==> src/rtl/lcfp_pkg.sv <==
// Package for the leg command frame parser.
// Holds the transaction types, result kind codes, frame byte values and helpers.
// No dependencies.
`default_nettype none

package lcfp_pkg;

    localparam int          NUM_LEGS_DEF = 6;
    localparam int          MASK_W       = 6;
    localparam logic [7:0]  SYNC_A       = 8'd222;
    localparam logic [7:0]  SYNC_B       = 8'd230;
    localparam logic [7:0]  END_BYTE     = 8'd233;
    localparam logic [15:0] TIMEOUT_RST  = 16'd1000;
    localparam logic [15:0] TICK_MAX     = 16'hFFFF;

    localparam logic        CMD_BYTE = 1'b0;
    localparam logic        CMD_TICK = 1'b1;

    localparam logic [1:0]  JOINT_FOOT = 2'd2;

    typedef enum logic [2:0] {
        KIND_ANGLE    = 3'd0,
        KIND_ACCEPT   = 3'd1,
        KIND_LEN_ERR  = 3'd2,
        KIND_TOO_LONG = 3'd3,
        KIND_TIMEOUT  = 3'd4
    } t_kind;

    typedef enum logic [2:0] {
        ST_HUNT,
        ST_SYNC1,
        ST_SYNC2,
        ST_MASK,
        ST_BODY
    } t_sync_state;

    typedef struct packed {
        logic       cmd;
        logic [7:0] rx_byte;
    } t_in_item;

    typedef struct packed {
        t_kind             kind;
        logic [2:0]        leg_id;
        logic [1:0]        joint;
        logic [7:0]        angle;
        logic [MASK_W-1:0] active_mask;
    } t_out_item;

    // Mask of the leg bits that exist for a given leg count.
    function automatic logic [MASK_W-1:0] usable_mask(input int num_legs);
        logic [MASK_W-1:0] m;
        m = '0;
        for (int i = 0; i < MASK_W; i++) begin
            if (i < num_legs) begin
                m[i] = 1'b1;
            end
        end
        return m;
    endfunction

    // Three angle bytes for each set leg bit.
    function automatic logic [4:0] expected_count(input logic [MASK_W-1:0] m);
        logic [2:0] n;
        n = '0;
        for (int i = 0; i < MASK_W; i++) begin
            n = n + {2'b00, m[i]};
        end
        return {1'b0, n, 1'b0} + {2'b00, n};
    endfunction

    // Index of the lowest set bit, zero when none is set.
    function automatic logic [2:0] lowest_leg(input logic [MASK_W-1:0] m);
        logic [2:0] idx;
        idx = '0;
        for (int i = MASK_W - 1; i >= 0; i--) begin
            if (m[i]) begin
                idx = 3'(i);
            end
        end
        return idx;
    endfunction

endpackage

`default_nettype wire

==> src/rtl/lcfp_in_reg.sv <==
// Input register stage of the leg command frame parser.
// Holds one input transaction for the parse core; depends on lcfp_pkg.
`default_nettype none

module lcfp_in_reg (
    input  wire                 i_clk,
    input  wire                 i_rst_n,
    input  wire                 i_in_valid,
    output logic                o_in_ready,
    input  lcfp_pkg::t_in_item  i_in_item,
    output logic                o_valid,
    output lcfp_pkg::t_in_item  o_item,
    input  wire                 i_take
);
    import lcfp_pkg::*;

    logic     r_valid;
    t_in_item r_item;

    assign o_in_ready = !r_valid || i_take;
    assign o_valid    = r_valid;
    assign o_item     = r_item;

    always_ff @(posedge i_clk) begin
        if (!i_rst_n) begin
            r_valid <= 1'b0;
        end else if (o_in_ready) begin
            r_valid <= i_in_valid;
        end
    end

    always_ff @(posedge i_clk) begin
        if (o_in_ready && i_in_valid) begin
            r_item <= i_in_item;
        end
    end

endmodule

`default_nettype wire

==> src/rtl/lcfp_core.sv <==
// Parse core of the leg command frame parser: sync hunt, frame body and timeout.
// Holds the frame state, the timeout register and the result register; depends on lcfp_pkg.
`default_nettype none

module lcfp_core #(
    parameter int NUM_LEGS = lcfp_pkg::NUM_LEGS_DEF
) (
    input  wire                 i_clk,
    input  wire                 i_rst_n,
    input  wire                 i_cfg_we,
    input  wire [15:0]          i_cfg_wdata,
    input  wire                 i_valid,
    input  lcfp_pkg::t_in_item  i_item,
    output logic                o_take,
    output logic                o_out_valid,
    input  wire                 i_out_ready,
    output lcfp_pkg::t_out_item o_out_item
);
    import lcfp_pkg::*;

    localparam logic [MASK_W-1:0] USABLE = usable_mask(NUM_LEGS);

    t_sync_state       r_state, n_state;
    logic [4:0]        r_byte_cnt, n_byte_cnt;
    logic [4:0]        r_expected, n_expected;
    logic [MASK_W-1:0] r_mask, n_mask;
    logic [MASK_W-1:0] r_rem, n_rem;
    logic [1:0]        r_joint, n_joint;
    logic [15:0]       r_ticks, n_ticks;
    logic [15:0]       r_timeout;
    logic              r_out_valid, n_out_valid;
    t_out_item         r_out, n_out;

    logic              w_fire;
    logic              w_tick;
    logic [15:0]       w_ticks_inc;
    logic              w_timeout;
    logic              w_end;
    logic              w_too_long;
    logic [4:0]        w_exp_plus1;
    logic [MASK_W-1:0] w_new_mask;

    assign o_take      = !r_out_valid || i_out_ready;
    assign w_fire      = i_valid && o_take;
    assign w_tick      = (i_item.cmd == CMD_TICK);
    assign w_ticks_inc = (r_ticks == TICK_MAX) ? r_ticks : r_ticks + 16'd1;
    assign w_timeout   = (r_state != ST_HUNT) && (w_ticks_inc >= r_timeout);
    assign w_end       = (i_item.rx_byte == END_BYTE);
    assign w_exp_plus1 = r_expected + 5'd1;
    assign w_too_long  = (r_byte_cnt > r_expected) || (r_byte_cnt == 5'd0);
    assign w_new_mask  = i_item.rx_byte[MASK_W-1:0] & USABLE;

    always_comb begin
        n_state = r_state;
        if (w_fire) begin
            if (w_tick) begin
                if (w_timeout) begin
                    n_state = ST_HUNT;
                end
            end else begin
                case (r_state)
                    ST_HUNT, ST_SYNC1: begin
                        if (r_state == ST_SYNC1 && i_item.rx_byte == SYNC_B) begin
                            n_state = ST_SYNC2;
                        end else if (i_item.rx_byte == SYNC_A) begin
                            n_state = ST_SYNC1;
                        end else begin
                            n_state = ST_HUNT;
                        end
                    end
                    ST_SYNC2: begin
                        n_state = (i_item.rx_byte == SYNC_A) ? ST_MASK : ST_HUNT;
                    end
                    ST_MASK: begin
                        n_state = ST_BODY;
                    end
                    ST_BODY: begin
                        if (w_end || w_too_long) begin
                            n_state = ST_HUNT;
                        end
                    end
                    default: begin
                        n_state = ST_HUNT;
                    end
                endcase
            end
        end
    end

    always_comb begin
        n_byte_cnt  = r_byte_cnt;
        n_expected  = r_expected;
        n_mask      = r_mask;
        n_rem       = r_rem;
        n_joint     = r_joint;
        n_ticks     = r_ticks;
        n_out_valid = o_take ? 1'b0 : r_out_valid;
        n_out       = r_out;
        if (w_fire) begin
            n_out.kind        = KIND_ANGLE;
            n_out.leg_id      = '0;
            n_out.joint       = '0;
            n_out.angle       = '0;
            n_out.active_mask = r_mask;
            if (w_tick) begin
                if (r_state != ST_HUNT) begin
                    n_ticks = w_ticks_inc;
                end
                if (w_timeout) begin
                    n_out_valid       = 1'b1;
                    n_out.kind        = KIND_TIMEOUT;
                    n_out.active_mask = (r_state == ST_BODY) ? r_mask : '0;
                    n_byte_cnt        = '0;
                    n_expected        = '0;
                    n_mask            = '0;
                end
            end else begin
                case (r_state)
                    ST_HUNT, ST_SYNC1, ST_SYNC2: begin
                        if (i_item.rx_byte == SYNC_A &&
                            (r_state == ST_HUNT || r_state == ST_SYNC1)) begin
                            n_ticks = '0;
                        end
                    end
                    ST_MASK: begin
                        n_mask     = w_new_mask;
                        n_rem      = w_new_mask;
                        n_expected = expected_count(w_new_mask);
                        n_byte_cnt = 5'd1;
                        n_joint    = '0;
                    end
                    ST_BODY: begin
                        n_out_valid = 1'b1;
                        if (w_end || w_too_long) begin
                            if (w_end) begin
                                n_out.kind = (r_byte_cnt == w_exp_plus1) ?
                                             KIND_ACCEPT : KIND_LEN_ERR;
                            end else begin
                                n_out.kind = KIND_TOO_LONG;
                            end
                            n_byte_cnt = '0;
                            n_expected = '0;
                            n_mask     = '0;
                        end else begin
                            n_out.leg_id = lowest_leg(r_rem);
                            n_out.joint  = r_joint;
                            n_out.angle  = i_item.rx_byte;
                            n_byte_cnt   = r_byte_cnt + 5'd1;
                            if (r_joint == JOINT_FOOT) begin
                                n_joint = '0;
                                n_rem   = r_rem & (r_rem - 1'b1);
                            end else begin
                                n_joint = r_joint + 2'd1;
                            end
                        end
                    end
                    default: begin
                        n_out_valid = 1'b0;
                    end
                endcase
            end
        end
    end

    always_ff @(posedge i_clk) begin
        if (!i_rst_n) begin
            r_state     <= ST_HUNT;
            r_byte_cnt  <= '0;
            r_expected  <= '0;
            r_mask      <= '0;
            r_rem       <= '0;
            r_joint     <= '0;
            r_ticks     <= '0;
            r_timeout   <= TIMEOUT_RST;
            r_out_valid <= 1'b0;
        end else begin
            r_state     <= n_state;
            r_byte_cnt  <= n_byte_cnt;
            r_expected  <= n_expected;
            r_mask      <= n_mask;
            r_rem       <= n_rem;
            r_joint     <= n_joint;
            r_ticks     <= n_ticks;
            r_out_valid <= n_out_valid;
            if (i_cfg_we) begin
                r_timeout <= i_cfg_wdata;
            end
        end
    end

    always_ff @(posedge i_clk) begin
        r_out <= n_out;
    end

    assign o_out_valid = r_out_valid;
    assign o_out_item  = r_out;

endmodule

`default_nettype wire

==> src/rtl/leg_command_frame_parser.sv <==
// Leg command frame parser: input register, parse core and result register.
// An accepted transaction passes the input register, then the core's result register.
// Throughput: one input transaction per cycle while results are taken; single-pass core.
// Reset: synchronous, active low; the parser hunts for sync, timeout returns to 1000 ticks.
// Depends on lcfp_pkg, lcfp_in_reg and lcfp_core.
`default_nettype none

module leg_command_frame_parser #(
    parameter int NUM_LEGS = lcfp_pkg::NUM_LEGS_DEF
) (
    input  wire                 i_clk,
    input  wire                 i_rst_n,
    input  wire                 i_cfg_we,
    input  wire [15:0]          i_cfg_wdata,
    input  wire                 i_in_valid,
    output logic                o_in_ready,
    input  lcfp_pkg::t_in_item  i_in_item,
    output logic                o_out_valid,
    input  wire                 i_out_ready,
    output lcfp_pkg::t_out_item o_out_item
);
    import lcfp_pkg::*;

    logic     w_valid;
    logic     w_take;
    t_in_item w_item;

    lcfp_in_reg u_in_reg (
        .i_clk      (i_clk),
        .i_rst_n    (i_rst_n),
        .i_in_valid (i_in_valid),
        .o_in_ready (o_in_ready),
        .i_in_item  (i_in_item),
        .o_valid    (w_valid),
        .o_item     (w_item),
        .i_take     (w_take)
    );

    lcfp_core #(
        .NUM_LEGS (NUM_LEGS)
    ) u_core (
        .i_clk       (i_clk),
        .i_rst_n     (i_rst_n),
        .i_cfg_we    (i_cfg_we),
        .i_cfg_wdata (i_cfg_wdata),
        .i_valid     (w_valid),
        .i_item      (w_item),
        .o_take      (w_take),
        .o_out_valid (o_out_valid),
        .i_out_ready (i_out_ready),
        .o_out_item  (o_out_item)
    );

endmodule

`default_nettype wire
==> config.mk <==
export PLATFORM = sky130hd
export DESIGN_NAME = leg_command_frame_parser
export DESIGN_NICKNAME = d
export VERILOG_FILES = /design/src/rtl/lcfp_pkg.sv /design/src/rtl/lcfp_in_reg.sv /design/src/rtl/lcfp_core.sv /design/src/rtl/leg_command_frame_parser.sv
export SDC_FILE = /design/constraint.sdc
export NUM_CORES = 1
export LEC_CHECK = 0
export ABC_AREA = 1
export ABC_CLOCK_PERIOD_IN_PS = 7900
export BUFFER_PORTS_ARGS = -buffer_cell sky130_fd_sc_hd__buf_2
export CORE_UTILIZATION = 40
export CTS_BUF_LIST = sky130_fd_sc_hd__clkbuf_4 sky130_fd_sc_hd__clkbuf_8
export CTS_CLUSTER_SIZE = 24
export DETAILED_ROUTE_END_ITERATION = 12
export PLACE_DENSITY = 0.6
export SYNTH_ARGS = -nofsm -noshare
export SYNTH_HDL_FRONTEND = slang
export SYNTH_SLANG_ARGS = --single-unit
==> constraint.sdc <==
create_clock -name i_clk -period 7.9 [get_ports i_clk]
set_clock_uncertainty 0.05 [all_clocks]
set_input_delay 0.79 -clock i_clk [delete_from_list [all_inputs] [get_ports i_clk]]
set_output_delay 0.79 -clock i_clk [all_outputs]
set_load 0.01 [all_outputs]
==> results of run 1 <==
synth_stat cells (4+ instances only):
cell	n	area (µm²)
a21oi_1	50	250
a31oi_1	5	31.3
buf_2	6	30.0
buf_6	4	45.0
clkbuf_1	9	33.8
dfxtp_1	61	1220
edfxtp_1	31	931
fa_1	4	80.1
ha_1	30	375
inv_1	92	345
inv_2	11	41.3
nand2_1	164	616
nand3_1	26	130
nand4_1	19	119
nor2_1	71	267
nor3_1	15	75.1
o21ai_0	27	135
xnor2_1	7	61.3
xor2_1	15	131
how the worst min path moves through the flow:
stage / slack, ns / start / to
final: 0.42 / u_core.r_timeout[11]$_SDFFE_PN0P_ / u_core.r_timeout[11]$_SDFFE_PN0P_
after detailed placement: 0.40 / u_core.r_timeout[15]$_SDFFE_PN0P_ / u_core.r_timeout[15]$_SDFFE_PN0P_
after floorplan: 0.39 / u_core.r_timeout[15]$_SDFFE_PN0P_ / u_core.r_timeout[15]$_SDFFE_PN0P_
after global placement: 0.40 / u_core.r_timeout[10]$_SDFFE_PN0P_ / u_core.r_timeout[10]$_SDFFE_PN0P_
after global routing: 0.44 / u_core.r_timeout[11]$_SDFFE_PN0P_ / u_core.r_timeout[11]$_SDFFE_PN0P_
after CTS: 0.42 / u_core.r_timeout[15]$_SDFFE_PN0P_ / u_core.r_timeout[15]$_SDFFE_PN0P_
per-layer routing:
metal  share of wire [%]  vias up  track usage, %
li1                    -     2262               -
met3                 3.2       12            3.87
met5                   0        -               0
met2                  50       78            31.4
met1                  45     1992            22.2
met4                 1.4        0            7.61
registers in the layout (all words and copies together) (netlist names), 3 cells and up:
name,count
u_core.o_out_item,22
u_core.r_byte_cnt,5
u_core.r_expected,5
u_core.r_mask,6
u_core.r_rem,6
u_core.r_state,3
u_core.r_ticks,16
u_core.r_timeout,16
u_in_reg.o_item,9
report_power, final:
group	total, mW	switching, mW	internal (mW)	leakage [nW]
clock network	0.366	0.182	0.183	0.117
registers	0.517	0.0104	0.506	0.801
logic	0.126	0.0794	0.0463	1.72
total	1.01	0.272	0.736	2.64
cells by family (layout without fill, tap and decap cells):
kind of cell / after synthesis / in the layout / synth area share, %
and+or+nand+nor: 312 / 312 / 26.3
buffers and inverters: 127 / 176 / 10.2
DFF: 92 / 92 / 41.5
AOI/OAI and AO/OA: 91 / 91 / 9.57
adders and majority gates: 34 / 34 / 8.78
xor gates and xnor gates: 22 / 22 / 3.71
worst reg2reg max path: cells and delay by family, from the launching register on:
family	cells	cell delay, ns
buffers and inverters	3	0.22
and+or+nand+nor	4	0.55
DFF	1	0.43
adders and majority gates	6	2.25
layout make-up:
type                    instances  area, µm²
clock inverters                 7        104
well taps                     172        215
fillers                      1290       6840
repair buffers                 54        273
clock buffers                   9        124
inverters                     106        405
flip-flops and latches         92       2150
multi-input cells             459       2510
==> metrics.md, run 1 <==
| Metric | Value |
|---|---|
| Final period util | `between 40 and 50%` |
| IR drop worst, VDD | `between 0.1 and 0.15 mV` |
| CTS tree | `yes` |
| R2R Path End | `u_core.r_expected[2]$_SDFFE_PN0P_` |
| CTS hold repair buffers | `0` |
| Final ANT Viol Nets | `0` |
| TritonRoute pass-1 iters | `4` |
| CTS Buffer Depth | `2` |
| Synthesized area | `approximately 0.0052 mm²` |
| Setup TNS | `0 ns` |
| Routed WL | `11200 µm` |
| Most frequent cells in the layout | `164 x nand2_1, 92 x inv_1, 71 x nor2_1` |
| Worst Path Required | `between 8 and 9 ns` |
| Slowest CP cell | `fa_1` |
| CP dominant cell by count | `fa_1` |
| Pwr Density | `approximately 170 mW/mm²` |
| Die W | `around 120 µm` |
| Tmin final | `3.55 ns` |
| FF-to-FF path depth | `13` |
| Worst rel slew slack | `31.0%` |
| Worst hold slack | `around 0.42 ns` |
| Routed vias | `approximately 4300` |
| #FFs+latches synth | `around 90` |
| Ratio of cells with drive above 1 in the final layout | `14.2%` |
| Final Hold Viols | `0` |
| CTS Sinks | `slightly above 90` |
| First-pass GRT wire length | `~19000 µm` |
| Critical R2R Launch | `u_in_reg.o_item[0]$_DFFE_PP_` |
| CTS Root Cell | `clkbuf_8` |
| Die footprint | `around 0.013 mm²` |
| Pre-CTS setup slack | `between 4 and 5 ns` |
| Number of global-route vias before repair | `4291` |
| Dominant synthesized flop cell | `dfxtp_1` |
| Distinct cell type count after synthesis | `38` |
| Largest net degree at the start of global routing | `33` |
| Pwr Total | `1.01 mW` |
| Final Util | `between 40% and 50%` |
| RD Place Congestion | `between 0.8 and 0.9` |
| Crit. path cell count | `13` |
| Area Overhead vs Synth | `11.5%` |
| Inserted Clock Buffers | `9` |
| Slack of the worst reg-to-reg path | `4.35 ns` |
| Wire per inst | `roughly 12 µm` |
| CP Data Arrival Time | `between 3 and 4 ns` |
| Die H | `116 µm` |
| Fin worst setup slack | `roughly 4.4 ns` |
| CP Cell Sequence | `inv_1 -> ha_1 -> fa_1 -> fa_1 -> inv_1 -> fa_1 -> ha_1 -> inv_1 -> fa_1 -> or2_2 -> nand4_1 -> nand2_1 -> nor2_1` |
| # setup viols final | `0` |
| Worst skew pair latency | `roughly 0.38 ns` |
| Syn Inst Count | `a little under 700` |
| Worst setup EP type | `flop` |
| Tot GR Track Use | `18.3%` |
| DR DRC count | `0` |
| Ys async rst share | `0%` |
| Number of antenna violations at the first check in global routing | `0` |
| H-tree level count | `3` |
| Setup CP Type | `flop to flop` |
| Max Fclk | `roughly 280 MHz` |
| Non-Filler Instances | `~900` |
| Core area | `~0.013 mm²` |
| Worst hold-check path type | `flop to flop` |
| PostCTS Resize Cnt | `0` |
| Post-synth EDFFs | `31` |
| Slowest Stage Delay on Critical Path | `~0.47 ns` |
| Nets | `about 790` |
| YS warnings | `0` |
| Critical Path Sink | `u_core.r_expected[2]$_SDFFE_PN0P_` |
| Setup Buffers After CTS | `0` |
| Placed inst area | `between 0.005 and 0.006 mm²` |
| DP Wirelength | `8250 µm` |
| RSZ-0062 raised after global routing | `false` |
| Synth Net Count | `between 700 and 800` |
| Standard-cell row count | `41` |
| Placed Cells | `approximately 880` |
| Clock transition at path regs | `0.10 ns` |
| # Max-Cap Violations | `0` |
| Leak | `between 2 and 3 nW` |
| Largest delay contributor family on the critical path | `adder cells` |
| Buf/Inv on CP | `3` |
| Initial Util | `around 41%` |
| Max-slew violations | `0` |
| GRT overflow | `0` |
| Worst-margin pin slew | `1.03 ns` |
| Ports | `54` |
| I/O Buffers | `between 50 and 60` |
| Hold path depth | `2` |
| DRT iter0 DRCs | `233` |
| Sequential element share of the synthesized area | `between 40% and 50%` |
| Worst Path Max Fanout | `5` |
| Status | `finished clean` |
| Avg Cell Area, Syn | `7.65 µm²` |
| Vias per cell | `about 4.8` |
| Diodes inserted | `0` |
| Commonest non-fill, non-tap cell in the layout | `nand2_1` |
| Crit path from | `u_in_reg.o_item[0]$_DFFE_PP_` |
| Worst setup SP type | `flop` |
| Final instance area | `between 0.005 and 0.006 mm²` |
Note: power is estimated with default switching activity, not from simulation.
==> run 2, diff against run 1 <==
--- a/config.mk
+++ b/config.mk
@@ -6,7 +6,7 @@
 export NUM_CORES = 1
 export LEC_CHECK = 0
 export ABC_AREA = 1
-export ABC_CLOCK_PERIOD_IN_PS = 7900
+export ABC_CLOCK_PERIOD_IN_PS = 3400
 export BUFFER_PORTS_ARGS = -buffer_cell sky130_fd_sc_hd__buf_2
 export CORE_UTILIZATION = 40
 export CTS_BUF_LIST = sky130_fd_sc_hd__clkbuf_4 sky130_fd_sc_hd__clkbuf_8
==> constraint.sdc (replaced) <==
create_clock -name i_clk -period 3.4 [get_ports i_clk]
set_clock_uncertainty 0.05 [all_clocks]
set_input_delay 0.34 -clock i_clk [delete_from_list [all_inputs] [get_ports i_clk]]
set_output_delay 0.34 -clock i_clk [all_outputs]
set_load 0.01 [all_outputs]
==> metrics.md, run 2 (synthesized netlist as in run 1, its figures left out) <==
| Metric | Value |
|---|---|
| Status | `finished clean` |
| Initial Util | `about two fifths` |
| Max-slew violations | `0` |
| Die footprint | `about 0.013 mm²` |
| Ratio of cells with drive above 1 in the final layout | `16.2%` |
| Tot GR Track Use | `a little under a fifth` |
| Standard-cell row count | `between 40 and 50` |
| Slowest Stage Delay on Critical Path | `between 0.5 and 0.6 ns` |
| Non-Filler Instances | `around 910` |
| CP Cell Sequence | `inv_2 -> ha_4 -> fa_1 -> fa_2 -> inv_2 -> fa_1 -> ha_2 -> inv_2 -> fa_2 -> or2_4 -> nand4_1 -> nand2_1 -> nor2_1` |
| Vias per cell | `4.83` |
| Pwr Density | `around 380 mW/mm²` |
| Worst rel slew slack | `a little under a third` |
| Final ANT Viol Nets | `0` |
| CTS Sinks | `92` |
| Clock power share | `a little under a third` |
| Worst-margin pin slew | `1.04 ns` |
| Logic pwr share | `between 10 and 15%` |
| IR drop worst, VDD | `~0.21 mV` |
| Sw frac | `28.4%` |
| Largest net degree at the start of global routing | `33` |
| Ports | `54` |
| Worst skew pair latency | `roughly 0.38 ns` |
| Number of global-route vias before repair | `slightly above 4000` |
| Die H | `116 µm` |
| Worst Path Required | `3.68 ns` |
| Clock transition at path regs | `about 0.090 ns` |
| Final Hold Viols | `0` |
| CP dominant cell by count | `inv_2` |
| Largest register FFs | `22` |
| # setup viols final | `0` |
| Final instance area | `0.00583 mm²` |
| Leak | `between 2 and 3 nW` |
| Worst setup EP type | `flop` |
| Routed vias | `4372` |
| TritonRoute pass-1 iters | `4` |
| Setup CP Type | `flop to flop` |
| RD Place Congestion | `between 0.8 and 0.9` |
| GRT overflow | `0` |
| Placed inst area | `between 0.005 and 0.006 mm²` |
| CTS tree | `yes` |
| First-pass GRT wire length | `roughly 19000 µm` |
| DR DRC count | `0` |
| CTS Root Cell | `clkbuf_8` |
| Worst setup SP type | `flop` |
| Final Util | `between 40% and 50%` |
| DP Wirelength | `8150 µm` |
| Worst hold slack | `0.0849 ns` |
| # fillers | `~1300` |
| Slowest CP cell | `fa_1` |
| Core area | `around 0.013 mm²` |
| Inserted Clock Buffers | `9` |
| Final period util | `between 90% and 100%` |
| Wire per inst | `about 12 µm` |
| Worst hold-check path type | `input pin to flop` |
| Area Overhead vs Synth | `12.4%` |
| Nets | `793` |
| Max Fclk | `roughly 300 MHz` |
| Die W | `116 µm` |
| CTS Buffer Depth | `2` |
| Worst Path Max Fanout | `3` |
| RSZ-0062 raised after global routing | `true` |
| Routed WL | `11300 µm` |
| Share of power burned in registers | `54.8%` |
| Diodes inserted | `0` |
| Most frequent cells in the layout | `162 x nand2_1, 89 x inv_1, 71 x nor2_1` |
| I/O Buffers | `53` |
| Commonest non-fill, non-tap cell in the layout | `nand2_1` |
| Internal power | `roughly 1.6 mW` |
| # Max-Cap Violations | `0` |
| Switch Pwr | `0.622 mW` |
| H-tree level count | `3` |
| CP Data Arrival Time | `about 3.6 ns` |
| Tmin final | `approximately 3.4 ns` |
| Number of antenna violations at the first check in global routing | `0` |
| DRT iter0 DRCs | `239` |
| Placed Cells | `just under 900` |
-- run 2: path summary, 6_finish.rpt --
kind | start | endpoint | slack [ns] | depth (start not counted)
min reg2reg | u_core.r_timeout[11]$_SDFFE_PN0P_ | u_core.r_timeout[11]$_SDFFE_PN0P_ | 0.42 | 2
max reg2reg | u_in_reg.o_item[0]$_DFFE_PP_ | u_core.r_expected[2]$_SDFFE_PN0P_ | 0.05 | 13
max | u_in_reg.o_item[0]$_DFFE_PP_ | u_core.r_expected[2]$_SDFFE_PN0P_ | 0.05 | 13
min | i_in_item[6] | u_in_reg.o_item[6]$_DFFE_PP_ | 0.08 | 1
-- run 2: layout make-up --
class	count	area, µm²	share of cell area [%]
multi-input cells	459	2560	43.9
flip-flops and latches	92	2150	36.9
inverters	106	405	6.95
repair buffers	61	329	5.64
well taps	172	215	3.69
clock buffers	10	131	2.25
clock inverters	6	37.5	0.644
-- run 2: per-stage QoR --
step / setup slack [ns] / setup TNS [ns] / power, mW
floorplan: 0.0941 / 0 / 1.44
global placement: 0.0925 / 0 / 1.51
CTS: 0.000952 / 0 / 2.20
global route: -0.0640 / -0.0711 / 2.31
finish: 0.0488 / 0 / 2.19
detailed placement: 0.0278 / 0 / 1.52
-- run 2: repair_timing --
action	4_1_cts	5_1_grt
buffers inserted	1	0
resized for setup	0	17
endpoints found under the setup margin	1	20
hold buffers	0	0
pin swaps	0	11
cloned	0	0
-- run 2: critical path, delay by kind of cell, from the launching register on --
| kind | cells | cell delay [ns] |
|---|---|---|
| fa+ha+maj | 6 | 2.16 |
| simple gates | 4 | 0.45 |
| flops | 1 | 0.42 |
| buf+inv | 3 | 0.22 |
-- run 2: power groups by stage --
stage / Sequential, mW / Combinational (mW) / Clock (mW)
after floorplan: 1.23 / 0.214 / 0
after global placement: 1.22 / 0.290 / 0
after detailed placement: 1.23 / 0.298 / 0
after CTS: 1.20 / 0.301 / 0.697
after global routing: 1.21 / 0.360 / 0.741
final: 1.20 / 0.314 / 0.678
-- run 2: per-layer routing --
metal  routed length, µm  GRT usage (%)
met5                   0              0
met4                 196           6.50
met3                 399           3.92
met2                5630           31.8
met1                5020           22.0
==> run 3, diff against run 2 <==
--- a/config.mk
+++ b/config.mk
@@ -8,11 +8,12 @@
 export ABC_AREA = 1
 export ABC_CLOCK_PERIOD_IN_PS = 3400
 export BUFFER_PORTS_ARGS = -buffer_cell sky130_fd_sc_hd__buf_2
-export CORE_UTILIZATION = 40
+export CORE_UTILIZATION = 60
 export CTS_BUF_LIST = sky130_fd_sc_hd__clkbuf_4 sky130_fd_sc_hd__clkbuf_8
 export CTS_CLUSTER_SIZE = 24
 export DETAILED_ROUTE_END_ITERATION = 12
-export PLACE_DENSITY = 0.6
+export GPL_TIMING_DRIVEN = 0
+export PLACE_DENSITY = 0.83
 export SYNTH_ARGS = -nofsm -noshare
 export SYNTH_HDL_FRONTEND = slang
 export SYNTH_SLANG_ARGS = --single-unit
==> constraint.sdc (replaced) <==
create_clock -name i_clk -period 3.4 [get_ports i_clk]
set_clock_uncertainty 0.05 [all_clocks]
set_input_delay 1.02 -clock i_clk [delete_from_list [all_inputs] [get_ports i_clk]]
set_output_delay 1.02 -clock i_clk [all_outputs]
set_load 0.01 [all_outputs]
==> metrics.md, run 3 (synthesized netlist as in run 1, its figures left out) <==
| Metric | Value |
|---|---|
| First-pass GRT wire length | `18900 µm` |
| Vias per cell | `roughly 5.4` |
| DP Wirelength | `roughly 8900 µm` |
| Final instance area | `roughly 0.0059 mm²` |
| Worst Path Max Fanout | `2` |
| RD Place Congestion | `approximately 0.94` |
| Number of antenna violations at the first check in global routing | `0` |
| Crit. path cell count | `13` |
| Pwr Density | `between 300 and 400 mW/mm²` |
| # Max-Cap Violations | `0` |
| Worst-margin pin slew | `just under 0.7 ns` |
| Beginning of the worst hold path | `u_core.r_timeout[15]$_SDFFE_PN0P_` |
| Largest register FFs | `22` |
| Commonest non-fill, non-tap cell in the layout | `nand2_1` |
| Slack of the worst reg-to-reg path | `0.02 ns` |
| Worst setup SP type | `flop` |
| Routed WL | `11800 µm` |
| Max Fclk | `a little under 300 MHz` |
| Number of global-route vias before repair | `slightly above 4000` |
| Final ANT Viol Nets | `0` |
| Worst hold slack | `0.429 ns` |
| Ratio of cells with drive above 1 in the final layout | `between 10% and 20%` |
| Max-slew violations | `0` |
| Nets | `around 800` |
| Hold path depth | `2` |
| Largest delay contributor family on the critical path | `adder cells` |
| # setup viols final | `0` |
| Worst hold-check path type | `flop to flop` |
| Non-Filler Instances | `857` |
| Most frequent cells in the layout | `164 x nand2_1, 89 x inv_1, 71 x nor2_1` |
| Final period util | `99.4%` |
| Largest net degree at the start of global routing | `30` |
| GRT overflow | `0` |
| I/O Buffers | `53` |
| CTS Buffer Depth | `2` |
| Standard-cell row count | `33` |
| Slowest Stage Delay on Critical Path | `roughly 0.50 ns` |
| Leak | `approximately 2.7 nW` |
| Placed inst area | `0.00559 mm²` |
| DRT iter0 DRCs | `282` |
| Ports | `54` |
| CTS tree | `yes` |
| Tot GR Track Use | `a little over a quarter` |
| Clock transition at path regs | `approximately 0.090 ns` |
| Wire per inst | `between 10 and 15 µm` |
| Critical R2R Launch | `u_in_reg.o_item[0]$_DFFE_PP_` |
| FF-to-FF path depth | `13` |
| Area Overhead vs Synth | `13.2%` |
| Worst setup EP type | `flop` |
| Die W | `~95 µm` |
| Buf/Inv on CP | `3` |
| Setup CP Type | `flop to flop` |
| Status | `finished clean` |
| Sink of the worst hold path | `u_core.r_timeout[15]$_SDFFE_PN0P_` |
| Worst rel slew slack | `54.3%` |
| Routed vias | `~4600` |
| Tmin final | `3.38 ns` |
| CTS Root Cell | `clkbuf_8` |
| Placed Cells | `about 840` |
| # fillers | `about 640` |
| Initial Util | `a little over three fifths` |
| R2R Path End | `u_core.r_expected[2]$_SDFFE_PN0P_` |
| RSZ-0062 raised after global routing | `true` |
| Die H | `roughly 95 µm` |
| Diodes inserted | `0` |
| Slowest CP cell | `fa_1` |
| Die footprint | `between 0.009 and 0.01 mm²` |
| Final Hold Viols | `0` |
| Worst skew pair latency | `0.36 ns` |
| Inserted Clock Buffers | `9` |
| TritonRoute pass-1 iters | `5` |
| Combined area of the multi-input logic cells | `approximately 0.0026 mm²` |
| Core area | `just over 0.008 mm²` |
| DR DRC count | `0` |
| Final Util | `70.8%` |
| CTS Sinks | `around 90` |
| Register area | `about 0.0022 mm²` |
| Worst Path Required | `roughly 3.7 ns` |
| CP Data Arrival Time | `roughly 3.6 ns` |
| H-tree level count | `3` |
| IR drop worst, VDD | `0.308 mV` |
| CP Cell Sequence | `inv_2 -> ha_4 -> fa_1 -> fa_2 -> inv_2 -> fa_1 -> ha_2 -> inv_2 -> fa_1 -> or2_4 -> nand4_1 -> nand2_1 -> nor2_1` |
run 3: tightest hold or removal path, stage by stage, from the launching register on:
cell	delay, ns
dfxtp_1	0.31
inv_1	0.07
a21oi_1	0.06
run 3: area by class of cell:
type | instances | area share (%)
clock buffers | 10 | 2.24
flip-flops and latches | 92 | 36.7
inverters | 106 | 6.90
well taps | 105 | 2.24
multi-input cells | 459 | 43.5
plain buffers | 21 | 2.11
clock inverters | 6 | 1.21
repair buffers | 58 | 5.16
run 3: how the worst max path moves through the flow:
stage          slack (ns)                         start                                 to
3_3_place_gp        -0.07  u_in_reg.o_item[0]$_DFFE_PP_  u_core.r_expected[2]$_SDFFE_PN0P_
5_1_grt             -0.12  u_in_reg.o_item[0]$_DFFE_PP_  u_core.r_expected[2]$_SDFFE_PN0P_
6_report             0.02  u_in_reg.o_item[0]$_DFFE_PP_  u_core.r_expected[2]$_SDFFE_PN0P_
3_5_place_dp        -0.16  u_in_reg.o_item[0]$_DFFE_PP_  u_core.r_expected[2]$_SDFFE_PN0P_
2_1_floorplan        0.09  u_in_reg.o_item[0]$_DFFE_PP_  u_core.r_expected[2]$_SDFFE_PN0P_
4_1_cts              0.02  u_in_reg.o_item[0]$_DFFE_PP_  u_core.r_expected[2]$_SDFFE_PN0P_
run 3: metrics by stage:
| stage | worst slack (ns) | total power [mW] | setup TNS (ns) |
|---|---|---|---|
| 2_1_floorplan | 0.0941 | 1.44 | 0 |
| 4_1_cts | 0.0245 | 2.29 | 0 |
| 3_3_place_gp | -0.0650 | 1.51 | -0.0650 |
| 5_1_grt | -0.116 | 2.39 | -0.116 |
| 6_report | 0.0219 | 2.30 | 0 |
| 3_5_place_dp | -0.162 | 1.53 | -0.162 |
run 3: what timing repair did:
action | 4_1_cts | 5_1_grt
pin swaps | 1 | 7
setup buffers | 3 | 2
endpoints found under the setup margin | 1 | 26
gates cloned | 0 | 0
hold buffers | 0 | 0
resized for setup | 3 | 10
run 3: where the power goes:
group	internal (mW)	total [mW]	switching, mW
Sequential	1.18	1.20	0.0247
Combinational	0.130	0.331	0.202
Clock	0.358	0.766	0.408
run 3: per-layer routing:
| metal | routed length (µm) | share of wire (%) | GRT usage, % |
|---|---|---|---|
| met3 | 688 | 5.8 | 4.75 |
| met5 | 0 | 0 | 0 |
| met1 | 5500 | 47 | 38.0 |
| met4 | 163 | 1.4 | 7.45 |
| met2 | 5440 | 46 | 43.3 |
